## src/design/ffd_pkg.sv

```systemverilog
// Shared types, codes and helper functions for the form field extract/decode block.
// Used by ffd_step, ffd_out_queue and form_field_extract_decode_core; no dependencies.
`default_nettype none

package ffd_pkg;

  localparam int KEY_MAX_BYTES = 16;
  localparam int MAX_RESULTS   = 3;
  localparam int QUEUE_DEPTH   = 4;

  localparam logic [1:0] CFG_KEY_LENGTH     = 2'd0;
  localparam logic [1:0] CFG_KEY_BYTES_LOW  = 2'd1;
  localparam logic [1:0] CFG_KEY_BYTES_HIGH = 2'd2;
  localparam logic [1:0] CFG_VALUE_CAPACITY = 2'd3;

  localparam logic [7:0] CH_EOB     = 8'h00;
  localparam logic [7:0] CH_SPACE   = 8'h20;
  localparam logic [7:0] CH_PERCENT = 8'h25;
  localparam logic [7:0] CH_AMP     = 8'h26;
  localparam logic [7:0] CH_PLUS    = 8'h2B;
  localparam logic [7:0] CH_EQUAL   = 8'h3D;

  typedef enum logic [1:0] {
    PH_MATCH,
    PH_VALUE,
    PH_DONE
  } phase_t;

  typedef enum logic [1:0] {
    PEND_NONE,
    PEND_PCT,
    PEND_DIGIT
  } pend_t;

  typedef struct packed {
    phase_t     phase;
    pend_t      pend;
    logic [7:0] pend_hex;
    logic [7:0] emitted;
    logic       key_found;
  } scan_t;

  localparam scan_t SCAN_RESET = '{
    phase:     PH_MATCH,
    pend:      PEND_NONE,
    pend_hex:  8'd0,
    emitted:   8'd0,
    key_found: 1'b0
  };

  typedef struct packed {
    logic [4:0]   key_length;
    logic [127:0] key_bytes;
    logic [7:0]   value_capacity;
  } cfg_t;

  typedef struct packed {
    logic [7:0] value_byte;
    logic       is_char;
    logic       found;
    logic [7:0] value_length;
    logic       last;
  } result_t;

  function automatic logic hex_ok(input logic [7:0] c);
    return (c >= 8'h30 && c <= 8'h39) || (c >= 8'h61 && c <= 8'h66) ||
           (c >= 8'h41 && c <= 8'h46);
  endfunction

  function automatic logic [3:0] hex_nibble(input logic [7:0] c);
    logic [7:0] v;
    if (c >= 8'h30 && c <= 8'h39) begin
      v = c - 8'h30;
    end else if (c >= 8'h61 && c <= 8'h66) begin
      v = c - 8'h57;
    end else begin
      v = c - 8'h37;
    end
    return v[3:0];
  endfunction

endpackage

`default_nettype wire

```

## src/design/ffd_step.sv

```systemverilog
// Next-state and result logic for one body byte: key match, percent decode, status.
// Depends on ffd_pkg.
`default_nettype none

module ffd_step import ffd_pkg::*; #(
  parameter int KeyMaxBytes = KEY_MAX_BYTES
) (
  input  logic [7:0]               body_char,
  input  cfg_t                     cfg,
  input  scan_t                    scan,
  input  logic [KeyMaxBytes:0]     cand,
  output scan_t                    scan_nxt,
  output logic [KeyMaxBytes:0]     cand_nxt,
  output result_t [MAX_RESULTS-1:0] res,
  output logic [1:0]               res_cnt
);

  always_comb begin
    logic [2:0][7:0]      att;
    logic [1:0]           n_att;
    logic                 alive;
    logic [7:0]           cnt;
    logic [1:0]           rc;
    logic                 hit;
    logic [KeyMaxBytes:0] nxt;
    logic [4:0]           kl;
    logic [4:0]           eff;
    logic                 eob;
    logic                 c_hex;

    scan_nxt = scan;
    cand_nxt = cand;
    res      = '0;
    att      = '0;
    n_att    = 2'd0;
    rc       = 2'd0;
    hit      = 1'b0;
    nxt      = '0;
    eob      = (body_char == CH_EOB);
    c_hex    = hex_ok(body_char);

    // effective key length: clamp to the key store, then to the capacity
    kl  = (cfg.key_length > 5'(KeyMaxBytes)) ? 5'(KeyMaxBytes) : cfg.key_length;
    eff = ({3'b000, kl} > cfg.value_capacity) ? cfg.value_capacity[4:0] : kl;

    // collect the value bytes to try, in order
    if (scan.phase == PH_VALUE) begin
      if (eob) begin
        if (scan.pend == PEND_PCT || scan.pend == PEND_DIGIT) begin
          att[n_att] = CH_PERCENT;
          n_att      = n_att + 2'd1;
        end
        if (scan.pend == PEND_DIGIT) begin
          att[n_att] = scan.pend_hex;
          n_att      = n_att + 2'd1;
        end
      end else if (scan.pend == PEND_PCT && c_hex) begin
        scan_nxt.pend     = PEND_DIGIT;
        scan_nxt.pend_hex = body_char;
      end else if (scan.pend == PEND_DIGIT && c_hex) begin
        scan_nxt.pend = PEND_NONE;
        att[0]        = {hex_nibble(scan.pend_hex), hex_nibble(body_char)};
        n_att         = 2'd1;
      end else begin
        // flush a held escape literally, then take this byte as plain
        scan_nxt.pend = PEND_NONE;
        if (scan.pend == PEND_PCT || scan.pend == PEND_DIGIT) begin
          att[n_att] = CH_PERCENT;
          n_att      = n_att + 2'd1;
        end
        if (scan.pend == PEND_DIGIT) begin
          att[n_att] = scan.pend_hex;
          n_att      = n_att + 2'd1;
        end
        if (body_char == CH_AMP) begin
          scan_nxt.phase = PH_DONE;
        end else if (body_char == CH_PERCENT) begin
          scan_nxt.pend = PEND_PCT;
        end else if (body_char == CH_PLUS) begin
          att[n_att] = CH_SPACE;
          n_att      = n_att + 2'd1;
        end else begin
          att[n_att] = body_char;
          n_att      = n_att + 2'd1;
        end
      end
    end

    // emit while the buffer has room; the first refusal ends the value
    alive = (scan.phase == PH_VALUE);
    cnt   = scan.emitted;
    for (int k = 0; k < MAX_RESULTS; k++) begin
      if (2'(k) < n_att && alive) begin
        if ({1'b0, cnt} + 9'd1 < {1'b0, cfg.value_capacity}) begin
          res[rc] = '{value_byte: att[k], is_char: 1'b1, found: 1'b0,
                      value_length: 8'd0, last: 1'b0};
          rc      = rc + 2'd1;
          cnt     = cnt + 8'd1;
        end else begin
          alive = 1'b0;
        end
      end
    end

    if (scan.phase == PH_VALUE) begin
      scan_nxt.emitted = cnt;
      if (!alive) begin
        scan_nxt.phase = PH_DONE;
        scan_nxt.pend  = PEND_NONE;
      end
    end

    if (eob) begin
      res[rc]  = '{value_byte: 8'd0, is_char: 1'b0, found: scan.key_found,
                   value_length: cnt, last: 1'b0};
      rc       = rc + 2'd1;
      scan_nxt = SCAN_RESET;
      cand_nxt = {{KeyMaxBytes{1'b0}}, 1'b1};
    end else if (scan.phase == PH_MATCH) begin
      for (int i = 0; i <= KeyMaxBytes; i++) begin
        if (cand[i] && 5'(i) == eff && body_char == CH_EQUAL &&
            cfg.value_capacity != 8'd0) begin
          hit = 1'b1;
        end
        if (i < KeyMaxBytes) begin
          if (cand[i] && 5'(i) < eff && body_char == cfg.key_bytes[8*i +: 8]) begin
            nxt[i+1] = 1'b1;
          end
        end
      end
      nxt[0] = (body_char == CH_AMP);
      if (hit) begin
        scan_nxt.phase     = PH_VALUE;
        scan_nxt.key_found = 1'b1;
        scan_nxt.emitted   = 8'd0;
        scan_nxt.pend      = PEND_NONE;
        cand_nxt           = '0;
      end else begin
        cand_nxt = nxt;
      end
    end

    if (rc != 2'd0) begin
      res[rc - 2'd1].last = 1'b1;
    end
    res_cnt = rc;
  end

endmodule

`default_nettype wire

```

## src/design/ffd_out_queue.sv

```systemverilog
// Small result queue: takes up to three words per cycle, hands out one per cycle while rd_ready is high.
// Depends on ffd_pkg.
`default_nettype none

module ffd_out_queue import ffd_pkg::*; (
  input  logic                      clk,
  input  logic                      rst_n,
  input  result_t [MAX_RESULTS-1:0] wr_data,
  input  logic [1:0]                wr_cnt,
  output logic                      space_ok,
  output result_t                   rd_data,
  output logic                      rd_valid,
  input  logic                      rd_ready
);

  localparam int PtrW = $clog2(QUEUE_DEPTH);
  localparam int CntW = $clog2(QUEUE_DEPTH + 1);

  result_t         q_r [QUEUE_DEPTH];
  logic [PtrW-1:0] wr_ptr_r, wr_ptr_nxt;
  logic [PtrW-1:0] rd_ptr_r, rd_ptr_nxt;
  logic [CntW-1:0] count_r, count_nxt;
  logic            pop;

  assign rd_valid = (count_r != '0);
  assign rd_data  = q_r[rd_ptr_r];
  assign pop      = rd_valid && rd_ready;
  // room for a full burst, judged on the registered level only
  assign space_ok = (count_r <= CntW'(QUEUE_DEPTH - MAX_RESULTS));

  always_comb begin
    wr_ptr_nxt = wr_ptr_r + PtrW'(wr_cnt);
    rd_ptr_nxt = rd_ptr_r + PtrW'(pop);
    count_nxt  = count_r + CntW'(wr_cnt) - CntW'(pop);
  end

  always_ff @(posedge clk) begin
    if (!rst_n) begin
      wr_ptr_r <= '0;
      rd_ptr_r <= '0;
      count_r  <= '0;
    end else begin
      wr_ptr_r <= wr_ptr_nxt;
      rd_ptr_r <= rd_ptr_nxt;
      count_r  <= count_nxt;
    end
  end

  always_ff @(posedge clk) begin
    for (int k = 0; k < MAX_RESULTS; k++) begin
      if (2'(k) < wr_cnt) begin
        q_r[wr_ptr_r + PtrW'(k)] <= wr_data[k];
      end
    end
  end

endmodule

`default_nettype wire

```

## src/design/form_field_extract_decode_core.sv

```systemverilog
// Top level of the form field extract/decode block: config registers, scan state,
// step logic and result queue. Depends on ffd_pkg, ffd_step and ffd_out_queue.
`default_nettype none

// Channel  Dir  Ports                          Word contents (low bit first)
// in_      in   tvalid/tready/tdata[7:0]       body_char
// out_     out  tvalid/tready/tdata[23:0]      value_byte, found, value_length, zero pad
//               tuser, tlast                   tuser = is_char, tlast = last
// cfg_     in   wr_en/addr[1:0]/wdata[63:0]    key_length, key_bytes_low/high, capacity
//
// Each accepted body byte is decoded in the cycle it is taken; its zero to three
// result words land in a four-entry queue and leave on out_ in order, one a cycle while out_tready is high.
// in_tready is high while the registered queue level is at most one word: with the
// reader always ready, a byte yielding two or three words holds off the next byte.
// A byte 0 that ends the body yields the status word and clears the scan state.
// rst_n is synchronous: config returns to its defaults, scan state and queue clear.

module form_field_extract_decode_core import ffd_pkg::*; #(
  parameter int KeyMaxBytes = KEY_MAX_BYTES
) (
  input  logic        clk,
  input  logic        rst_n,
  input  logic        in_tvalid,
  output logic        in_tready,
  input  logic [7:0]  in_tdata,     // [7:0] body_char
  output logic        out_tvalid,
  input  logic        out_tready,
  output logic [23:0] out_tdata,    // [7:0] value_byte, [8] found, [16:9] value_length
  output logic        out_tuser,    // [0] is_char
  output logic        out_tlast,
  input  logic        cfg_wr_en,
  input  logic [1:0]  cfg_addr,
  input  logic [63:0] cfg_wdata
);

  cfg_t                      cfg_r;
  scan_t                     scan_r, scan_nxt;
  logic [KeyMaxBytes:0]      cand_r, cand_nxt;
  result_t [MAX_RESULTS-1:0] step_res;
  logic [1:0]                step_cnt;
  logic                      in_fire;
  logic                      space_ok;
  result_t                   head;

  assign in_tready = space_ok;
  assign in_fire   = in_tvalid && in_tready;

  // Config writes: take the addressed register as is; no read-back.
  always_ff @(posedge clk) begin
    if (!rst_n) begin
      cfg_r.key_length     <= 5'd4;
      cfg_r.key_bytes      <= '0;
      cfg_r.value_capacity <= 8'd64;
    end else if (cfg_wr_en) begin
      case (cfg_addr)
        CFG_KEY_LENGTH:     cfg_r.key_length        <= cfg_wdata[4:0];
        CFG_KEY_BYTES_LOW:  cfg_r.key_bytes[63:0]   <= cfg_wdata;
        CFG_KEY_BYTES_HIGH: cfg_r.key_bytes[127:64] <= cfg_wdata;
        CFG_VALUE_CAPACITY: cfg_r.value_capacity    <= cfg_wdata[7:0];
        default: ;
      endcase
    end
  end

  ffd_step #(
    .KeyMaxBytes (KeyMaxBytes)
  ) u_step (
    .body_char (in_tdata),
    .cfg       (cfg_r),
    .scan      (scan_r),
    .cand      (cand_r),
    .scan_nxt  (scan_nxt),
    .cand_nxt  (cand_nxt),
    .res       (step_res),
    .res_cnt   (step_cnt)
  );

  // Advance the scan state only on an accepted byte; hold otherwise.
  always_ff @(posedge clk) begin
    if (!rst_n) begin
      scan_r <= SCAN_RESET;
      cand_r <= {{KeyMaxBytes{1'b0}}, 1'b1};
    end else if (in_fire) begin
      scan_r <= scan_nxt;
      cand_r <= cand_nxt;
    end
  end

  ffd_out_queue u_queue (
    .clk      (clk),
    .rst_n    (rst_n),
    .wr_data  (step_res),
    .wr_cnt   (in_fire ? step_cnt : 2'd0),
    .space_ok (space_ok),
    .rd_data  (head),
    .rd_valid (out_tvalid),
    .rd_ready (out_tready)
  );

  assign out_tdata = {7'd0, head.value_length, head.found, head.value_byte};
  assign out_tuser = head.is_char;
  assign out_tlast = head.last;

`ifndef SYNTHESIS
  // Once a key has matched, no field-start candidate survives until end of body.
  a_cand_clear: assert property (@(posedge clk) disable iff (!rst_n)
    scan_r.phase != PH_MATCH |-> cand_r == '0)
    else $error("match candidates live outside the match phase");

  // Being inside a value implies the key was found.
  a_value_found: assert property (@(posedge clk) disable iff (!rst_n)
    scan_r.phase == PH_VALUE |-> scan_r.key_found)
    else $error("value phase without a found key");

  // A held escape only exists while a value is being emitted.
  a_pend_phase: assert property (@(posedge clk) disable iff (!rst_n)
    scan_r.pend != PEND_NONE |-> scan_r.phase == PH_VALUE)
    else $error("held escape outside the value phase");

  // End of body returns the scan to its starting point.
  a_eob_clear: assert property (@(posedge clk) disable iff (!rst_n)
    in_fire && in_tdata == CH_EOB |=>
      scan_r.phase == PH_MATCH && scan_r.emitted == 8'd0 && !scan_r.key_found &&
      cand_r == {{KeyMaxBytes{1'b0}}, 1'b1})
    else $error("scan state not cleared after end of body");
`endif

endmodule

`default_nettype wire

```

## config.mk

```make
export PLATFORM = sky130hd
export DESIGN_NAME = form_field_extract_decode_core
export DESIGN_NICKNAME = d
export VERILOG_FILES = /design/src/design/ffd_pkg.sv /design/src/design/ffd_step.sv /design/src/design/ffd_out_queue.sv /design/src/design/form_field_extract_decode_core.sv
export SDC_FILE = /design/constraint.sdc
export NUM_CORES = 1
export LEC_CHECK = 0
export ABC_AREA = 1
export BUFFER_PORTS_ARGS = -buffer_cell sky130_fd_sc_hd__buf_2
export CAP_MARGIN = 20
export CORE_UTILIZATION = 55
export DETAILED_ROUTE_END_ITERATION = 7
export GPL_TIMING_DRIVEN = 0
export MAX_ROUTING_LAYER = met4
export PLACE_DENSITY = 0.84
export RECOVER_POWER = 25
export SETUP_SLACK_MARGIN = 0.15
export SKIP_LAST_GASP = 1
export SLEW_MARGIN = 30
export SYNTH_ARGS = -nofsm -noshare
export SYNTH_HDL_FRONTEND = slang
export SYNTH_SLANG_ARGS = --single-unit
```

## constraint.sdc

```tcl
create_clock -name clk -period 10 [get_ports clk]
set_input_delay 1 -clock clk [delete_from_list [all_inputs] [get_ports clk]]
set_output_delay 1 -clock clk [all_outputs]
set_load 0.02 [all_outputs]
```

==> out/results.txt, run 1 <==
Worst setup margin: 0.908 ns
Pin count of the biggest net entering global routing: 22
Later-pin clock latency in the skew report: 0.59 ns
Initial Util: 56.3%
Die Y: 180 um
Fin Clk Skew: 0.0257 ns
Sequential Power Share: 41.4%
Final wirelength: 61100 um
CP arrival: 9.37 ns
Peak VDD IR: 139 uV
Vias per cell: 5.99
Worst Hold End: cfg_r[134]$_SDFFE_PN0P_
Worst R2R End: u_queue.q_r[3][6]$_DFFE_PP_
# H-tree levels: 1
Clock buffer depth: 3
Outcome: complete, but fails checks
Switch Pwr: 0.000905 W
DRC: 7
Routed vias: 18.7k
WHS Path Cells: 2
R2r startpoint: scan_r[1]$_SDFFE_PN0P_
Sw Share: 32.1%
Critical Path Sink Type: register
DP Area: 18400 um2
Hold_buf cts: 0
Buffers on Ports: 98
Delay of the slowest critical-path stage: 0.33 ns
Vias in the first global route: 17.8k
RSZ-0062 raised after global routing: no
Fill cell count: 2807
WS Path Type: in -> reg
Grt ovf: 0
Total Power: 0.00282 W
Die area: 32400 um2
CTS tree: yes
Core area: 30900 um2
CP required: 10.27 ns
PwrDens: 144 nW/um2
Startpoint types: primary input
Synthesized flop and latch total: 262
Final Setup Violations: 0
Internal: 0.00191 W
Max Cap Violations: 0
Dominant synthesized flop cell: dfxtp_1
Worst-margin pin slew: 1.30 ns
First-pass GRT wire length: 95400 um
Final Cycle Share: 90.9%
Slew headroom: 13.0%
I/O Pins: 107
Routed Antenna Nets: 0
Final min period: 9.09 ns
DRT Pass-1 Iters: 8
Clk sinks: 262
Synthesized area per cell: 6.83 um2
Critical Path Fanout Max: 21
Avg WL per Cell: 19.6 um
Post-place setup slack: -1.36 ns
Max Fclk: 110 MHz
Distinct cells, synth: 54
Worst Hold Class: reg -> reg
1st-iter DRT viols: 1978
Cell Rows: 64
Hold Startpoint: cfg_r[134]$_SDFFE_PN0P_
Cell mode on critical path: nand2_1
Leak pwr: 8.80 nW
Buf/Inv on CP: 12
Post-synth ARST share: 0%
Flop2flop setup slack: 1.02 ns
Final nets: 2829
Hold Vio Cnt, Final: 0
Reg clk slew, reported paths: 0.06 ns
Reg2Reg Depth: 57
Area growth syn-to-layout: 12.3%
Share of cells above drive strength 1: 10.3%
Slew Limit Fails: 0
Yosys warnings: 0
Mapped cell area: 17400 um2
Root buf cell: clkbuf_16
GP Congestion: 1.06
Fin area: 19600 um2
Die Wd: 180 um
Initial antenna violation count: 1
EDFF count, synth: 76
Clock group share of total power: 37.7%
Post-DP HPWL: 46200 um
Failing checks: design-rule violations
CP max stage cell: xor2_1
Comb pwr share: 20.9%
Family with the most delay on the worst path: simple AND/OR/NAND/NOR gates
GRT Total Usage: 38.0%
Post-Syn Instances: 2549
TritonCTS Buffers: 29
Sequential-to-total area share from yosys stat: 34.5%
==> power groups by stage <==
stage | Combinational, W | Clock, W | Sequential (W)
2_1_floorplan | 0.000384 | 0 | 0.00118
5_1_grt | 0.000641 | 0.00110 | 0.00117
6_report | 0.000589 | 0.00106 | 0.00117
3_5_place_dp | 0.000574 | 0 | 0.00119
4_1_cts | 0.000577 | 0.00106 | 0.00116
3_3_place_gp | 0.000559 | 0 | 0.00118
==> synth_stat cells, types with 3 or more instances <==
master       n  share of area [%]
nand4_1     56                2.0
buf_1        9               0.19
a41oi_1      3               0.15
inv_1      270                5.8
inv_2       12               0.26
nor2_1     271                5.8
edfxtp_1    76                 13
nor2_4      12               0.78
o2111ai_1   11               0.55
clkinv_1     3              0.065
a2111oi_0   11               0.55
a31oi_1      3               0.11
nor3_1      24               0.69
clkbuf_1    90                1.9
a221oi_1     7               0.35
o21ai_0    256                7.4
nand3_4      4               0.40
o21ai_1      4               0.11
a211oi_1     9               0.39
nand3_2      6               0.34
buf_2        7               0.20
nand3_1    147                4.2
o22ai_1     66                2.4
nand2_1    598                 13
buf_6        8               0.52
nor4_1      18               0.65
nand2_4     12               0.78
xnor2_1     15               0.75
o221ai_1     3               0.15
xor2_1      48                2.4
buf_4       22               0.95
o211ai_1    15               0.65
ha_1        55                4.0
nand2_2     14               0.50
nor2_2       5               0.18
a21oi_1    170                4.9
dfxtp_1    186                 21
==> registers in the layout (all words and copies together) (netlist names) <==
register	flops
cand_r	17
cfg_r	141
scan_r	21
u_queue.count_r	3
u_queue.q_r	76
u_queue.rd_ptr_r	2
u_queue.wr_ptr_r	2
==> worst max path at each step <==
stage | startpoint | to | slack (ns) | cells past startpoint
after floorplan | in_tdata[0] | u_queue.q_r[3][0]$_DFFE_PP_ | 1.31 | 56
after global placement | in_tdata[0] | u_queue.q_r[1][1]$_DFFE_PP_ | -1.09 | 53
after detailed placement | in_tdata[0] | u_queue.q_r[1][3]$_DFFE_PP_ | -1.36 | 53
after CTS | in_tdata[1] | u_queue.q_r[2][3]$_DFFE_PP_ | 0.22 | 53
after global routing | scan_r[1]$_SDFFE_PN0P_ | u_queue.count_r[2]$_SDFF_PN0_ | 0.19 | 57
final | in_tdata[0] | u_queue.q_r[3][6]$_DFFE_PP_ | 0.91 | 56
==> worst min-delay path: cells and delay by family, from the launching register on <==
| kind | cells | cell delay [ns] |
|---|---|---|
| flops | 1 | 0.32 |
| compound gates | 1 | 0.05 |
| buf+inv | 1 | 0.05 |
==> cell type report <==
type | count | area (um2) | area share [%]
multi-input cells | 1871 | 9770 | 50.0
flip-flops and latches | 262 | 6010 | 30.7
diodes | 1 | 2.50 | 0.0128
repair buffers | 109 | 596 | 3.05
inverters | 286 | 1090 | 5.56
clock buffers | 41 | 822 | 4.20
plain buffers | 135 | 663 | 3.39
clock inverters | 13 | 113 | 0.576
well taps | 396 | 495 | 2.53
==> cells by family (layout without fill, tap and decap cells) <==
| kind of cell | count (synthesis) | after routing | synth area share, % |
|---|---|---|---|
| compound gates | 567 | 567 | 18.1 |
| xor+xnor | 63 | 63 | 3.17 |
| fa+ha+maj | 56 | 56 | 4.07 |
| buf+inv | 422 | 584 | 10.0 |
| flops | 262 | 262 | 34.5 |
| mux | 2 | 2 | 0.115 |
| other cells | 1 | 8 | 0.0215 |
| simple gates | 1176 | 1176 | 30.0 |
==> per-layer routing <==
metal / part of all wire (%) / track usage (%) / vias up
li1: - / - / 8792
met1: 37 / 43.4 / 8469
met2: 47 / 63.0 / 1135
met3: 9.7 / 6.26 / 265
met4: 6.0 / 22.4 / 0
met5: 0 / - / -
==> metrics by stage <==
| stage | instances | hold slack [ns] | util [%] | TNS, ns |
|---|---|---|---|---|
| 3_3_place_gp | 3049 | 0.446 | 59.6 | -88.36 |
| 2_1_floorplan | 2555 | 0.429 | - | 0 |
| 4_1_cts | 3102 | 0.460 | 62.8 | 0 |
| 6_report | 3114 | 0.463 | 63.3 | 0 |
| 5_1_grt | 3114 | 0.477 | 63.3 | 0 |
| 3_5_place_dp | 3049 | 0.450 | 59.7 | -94.14 |
==> timing repair <==
| item | 4_1_cts | 5_1_grt |
|---|---|---|
| pin swaps | 0 | 8 |
| endpoints found under the hold margin | 0 | 0 |
| gates cloned | 0 | 0 |
| buffers inserted | 0 | 11 |
| gates resized for setup | 4 | 17 |
| setup endpoints to repair | 88 | 154 |
==> cells in the final DEF (no fill, tap or decap), drive strengths merged, types with 2 or more instances in the layout <==
master,netlist,final
buf,46,151
nand4,57,57
xor2,48,48
nand2,624,624
clkinv,3,10
o2111ai,11,11
a2111oi,11,11
nor4,20,20
a211oi,9,9
o21ai,260,260
ha,55,55
xnor2,15,15
inv,283,284
conb,1,7
a41oi,3,3
o211ai,15,15
nand3b,2,2
mux2i,2,2
edfxtp,76,76
dfxtp,186,186
clkinvlp,0,4
nor3,24,24
or2,2,2
nand3,157,157
o22ai,66,66
nor2,290,290
a21oi,173,173
clkbuf,90,134
o221ai,3,3
a221oi,7,7
a31oi,3,3
(Power assumes the default switching activity.)
==> inputs of run 2 (changes only) <==
ABC_AREA = not set   (was 1)
==> run 2 against run 1 <==
Compared with the run above:
- synthesized cell count is 27% lower
- first-iteration DRC count decreased by 1.4%
- via count down 12%
- global-route usage shrank 1.0 points
- the run ends with negative setup slack left
- clock-buffer cell count decreased by 1
- fmax fell by 18%
- sequential power hardly changed
- highest routed layer unchanged
- flip-flop and latch count unchanged
==> out/results.txt, run 2 <==
Mapped cell area: 16700 um2 (-4.0%)
Distinct cells, synth: 105 (+94%)
Slew headroom: 20.6% (+7.6 points)
Final Setup Violations: 157 (+157)
Max Cap Violations: 0 (unchanged)
Die Y: 176 um (-2.0%)
Die Wd: 176 um (-2.0%)
Cell Rows: 63 (-1.6%)
Delay of the slowest critical-path stage: 0.45 ns (+0.12 ns)
Root buf cell: clkbuf_16
Flop2flop setup slack: -1.02 ns (-2.04 ns)
Area leader, netlist: dfxtp_1
Reg clk slew, reported paths: 0.07 ns (about the same)
WHS Path Cells: 2 (unchanged)
RSZ-0062 raised after global routing: yes
I/O Pins: 107 (unchanged)
Hold Startpoint: cfg_r[106]$_SDFFE_PN0P_
Largest regs: cfg_r x141, u_queue.q_r x76, scan_r x21
Core area: 29800 um2 (-3.6%)
Synth cell count leaders: nand2_1, dfxtp_1, a21boi_0
DRT Pass-1 Iters: 6 (-2)
Worst setup margin: -1.04 ns (-1.95 ns)
Sequential-to-total area share from yosys stat: 35.9% (+1.4 points)
Initial Util: 56.1% (-0.21 points)
Critical Path Fanout Max: 10 (-52%)
Worst-margin pin slew: 1.19 ns (-0.114 ns)
Pin count of the biggest net entering global routing: 15 (-32%)
GP Congestion: 0.943 (-11%)
CP max stage cell: a2111oi_4
R2r startpoint: scan_r[2]$_SDFFE_PN0P_
Most common cell after layout, fill and taps aside: nand2_1
GRT Total Usage: 37.0% (-1.0 points)
Synthesized flop and latch total: 262 (unchanged)
Worst R2R End: u_queue.q_r[0][11]$_DFFE_PP_
Reg2Reg Depth: 54 (-5.3%)
Vias per cell: 6.46 (+7.8%)
WS Path Type: in -> reg
Finished Core Util: 71.9% (+8.7 points)
Avg WL per Cell: 24.1 um (+23%)
Final min period: 11.04 ns (+1.95 ns)
# H-tree levels: 1 (unchanged)
Min Hold Slack: 0.475 ns (+0.0117 ns)
Most frequent cells in the layout: nand2_1, dfxtp_1, a21boi_0
TritonCTS Buffers: 27 (-6.9%)
Final Cycle Share: 110% (+19 points)
Leak pwr: 8.31 nW (-5.7%)
DRC: 0 (-7)
Slew Limit Fails: 0 (unchanged)
Final wirelength: 61200 um (+0.31%)
Post-synth ARST share: 0% (unchanged)
Fin Clk Skew: 0.0221 ns (-0.00360 ns)
PwrDens: 122 nW/um2 (-15%)
CP arrival: 11.34 ns (+1.97 ns)
Synth top area share: 22.3% (+0.88 points)
Ranking of synthesized cells by area: dfxtp_1, edfxtp_1, nand2_1
Yosys warnings: 0 (unchanged)
Post-DP HPWL: 36800 um (-20%)
Post-place setup slack: -2.56 ns (-1.21 ns)
Later-pin clock latency in the skew report: 0.57 ns (-0.02 ns)
Vias in the first global route: 15.7k (-12%)
Failing checks: negative setup slack
Most frequent cell after synthesis: nand2_1
Synthesized area per cell: 8.94 um2 (+31%)
Routed vias: 16.4k (-12%)
Grt ovf: 0 (unchanged)
Largest Register: cfg_r
Final nets: 2268 (-20%)
CTS tree: yes
Initial antenna violation count: 1 (unchanged)
Hold Vio Cnt, Final: 0 (unchanged)
CP required: 10.30 ns (+0.03 ns)
Dominant synthesized flop cell: dfxtp_1
Max FFs per register: 141 (unchanged)
Share of cells above drive strength 1: 25.0% (+15 points)
Die area: 31100 um2 (-3.9%)
Routed Antenna Nets: 0 (unchanged)
Clock buffer depth: 3 (unchanged)
EDFF count, synth: 76 (unchanged)
First-pass GRT wire length: 86900 um (-9.0%)
Post-Syn Instances: 1870 (-27%)
Max Fclk: 90.6 MHz (-18%)
Hold_buf cts: 0 (unchanged)
Cell mode on critical path: buf_6
Outcome: complete, but fails checks
Worst Hold Class: reg -> reg
Worst Hold End: cfg_r[106]$_SDFFE_PN0P_
Buffers on Ports: 95 (-3.1%)
Critical Path Sink Type: register
1st-iter DRT viols: 1951 (-1.4%)
Area growth syn-to-layout: 28.2%
Peak VDD IR: 163 uV (+18%)
Clk sinks: 262 (unchanged)
Startpoint types: primary input
[run 2: power by group]
part | switching [W] | internal [W]
clock network | 0.000455 | 0.000535
registers | 0.0000229 | 0.00111
logic | 0.000305 | 0.000192
total | 0.000782 | 0.00184
[run 2: kinds of logic after synthesis]
| family | count (synthesis) | share of synthesized area [%] |
|---|---|---|
| AO/OA/AOI/OAI | 383 | 17.3 |
| XOR/XNOR | 167 | 8.84 |
| adder cells (fa/ha/maj) | 56 | 4.23 |
| buffers and inverters | 156 | 4.07 |
| flip-flops | 262 | 35.9 |
| multiplexers | 118 | 8.79 |
| other | 1 | 0.0224 |
| AND/OR/NAND/NOR | 727 | 20.8 |
[run 2: area by class of cell]
cell class | instances | area (um2)
fillers | 2090 | 8360
repair buffers | 228 | 1950
multi-input cells | 1458 | 11200
inverters | 35 | 158
well taps | 390 | 488
clock buffers | 40 | 764
clock inverters | 10 | 76.3
plain buffers | 121 | 757
diodes | 1 | 2.50
flip-flops and latches | 262 | 6020
[run 2: repair_timing]
item                                    CTS  global route
pin swaps                                61            45
setup buffers                            89            35
resized for setup                       140           106
endpoints found under the setup margin  168           164
gates cloned                              2             6
[run 2: through the flow]
step	instances	total power (W)	instance area [um2]	TNS [ns]
after floorplan	1876	0.00142	17100	-57.54
after global placement	2361	0.00153	18100	-341.89
after detailed placement	2362	0.00155	18100	-367.63
after CTS	2503	0.00253	20500	-87.86
after global routing	2545	0.00270	21400	-178.36
final	2545	0.00262	21400	-131.62
[run 2: worst max path at each step]
stage / end / cells past startpoint / from / slack (ns)
after floorplan: u_queue.q_r[2][0]$_DFFE_PP_ / 48 / in_tdata[1] / -0.60
after global placement: u_queue.q_r[2][14]$_DFFE_PP_ / 50 / in_tdata[0] / -2.52
after detailed placement: u_queue.q_r[0][12]$_DFFE_PP_ / 54 / in_tdata[0] / -2.56
after CTS: u_queue.q_r[0][10]$_DFFE_PP_ / 50 / scan_r[2]$_SDFFE_PN0P_ / -0.70
after global routing: u_queue.q_r[2][1]$_DFFE_PP_ / 52 / scan_r[2]$_SDFFE_PN0P_ / -1.32
final: u_queue.q_r[0][11]$_DFFE_PP_ / 54 / in_tdata[1] / -1.04
[run 2: routing by layer]
metal | vias to the layer above | track usage [%] | wire length [um]
li1 | 7193 | - | -
met1 | 7797 | 41.3 | 21600
met2 | 1103 | 62.9 | 29400
met3 | 351 | 5.77 | 5690
met4 | 0 | 21.0 | 4540
met5 | - | - | 0
[run 2: worst max-delay path: cells and delay by family]
family                   cells  cell delay, ns
AND/OR/NAND/NOR             14            2.53
AO/OA/AOI/OAI               11            2.66
XOR/XNOR                     3            0.42
buffers and inverters       16            2.23
adder cells (fa/ha/maj)      6            1.40
multiplexers                 4            1.06
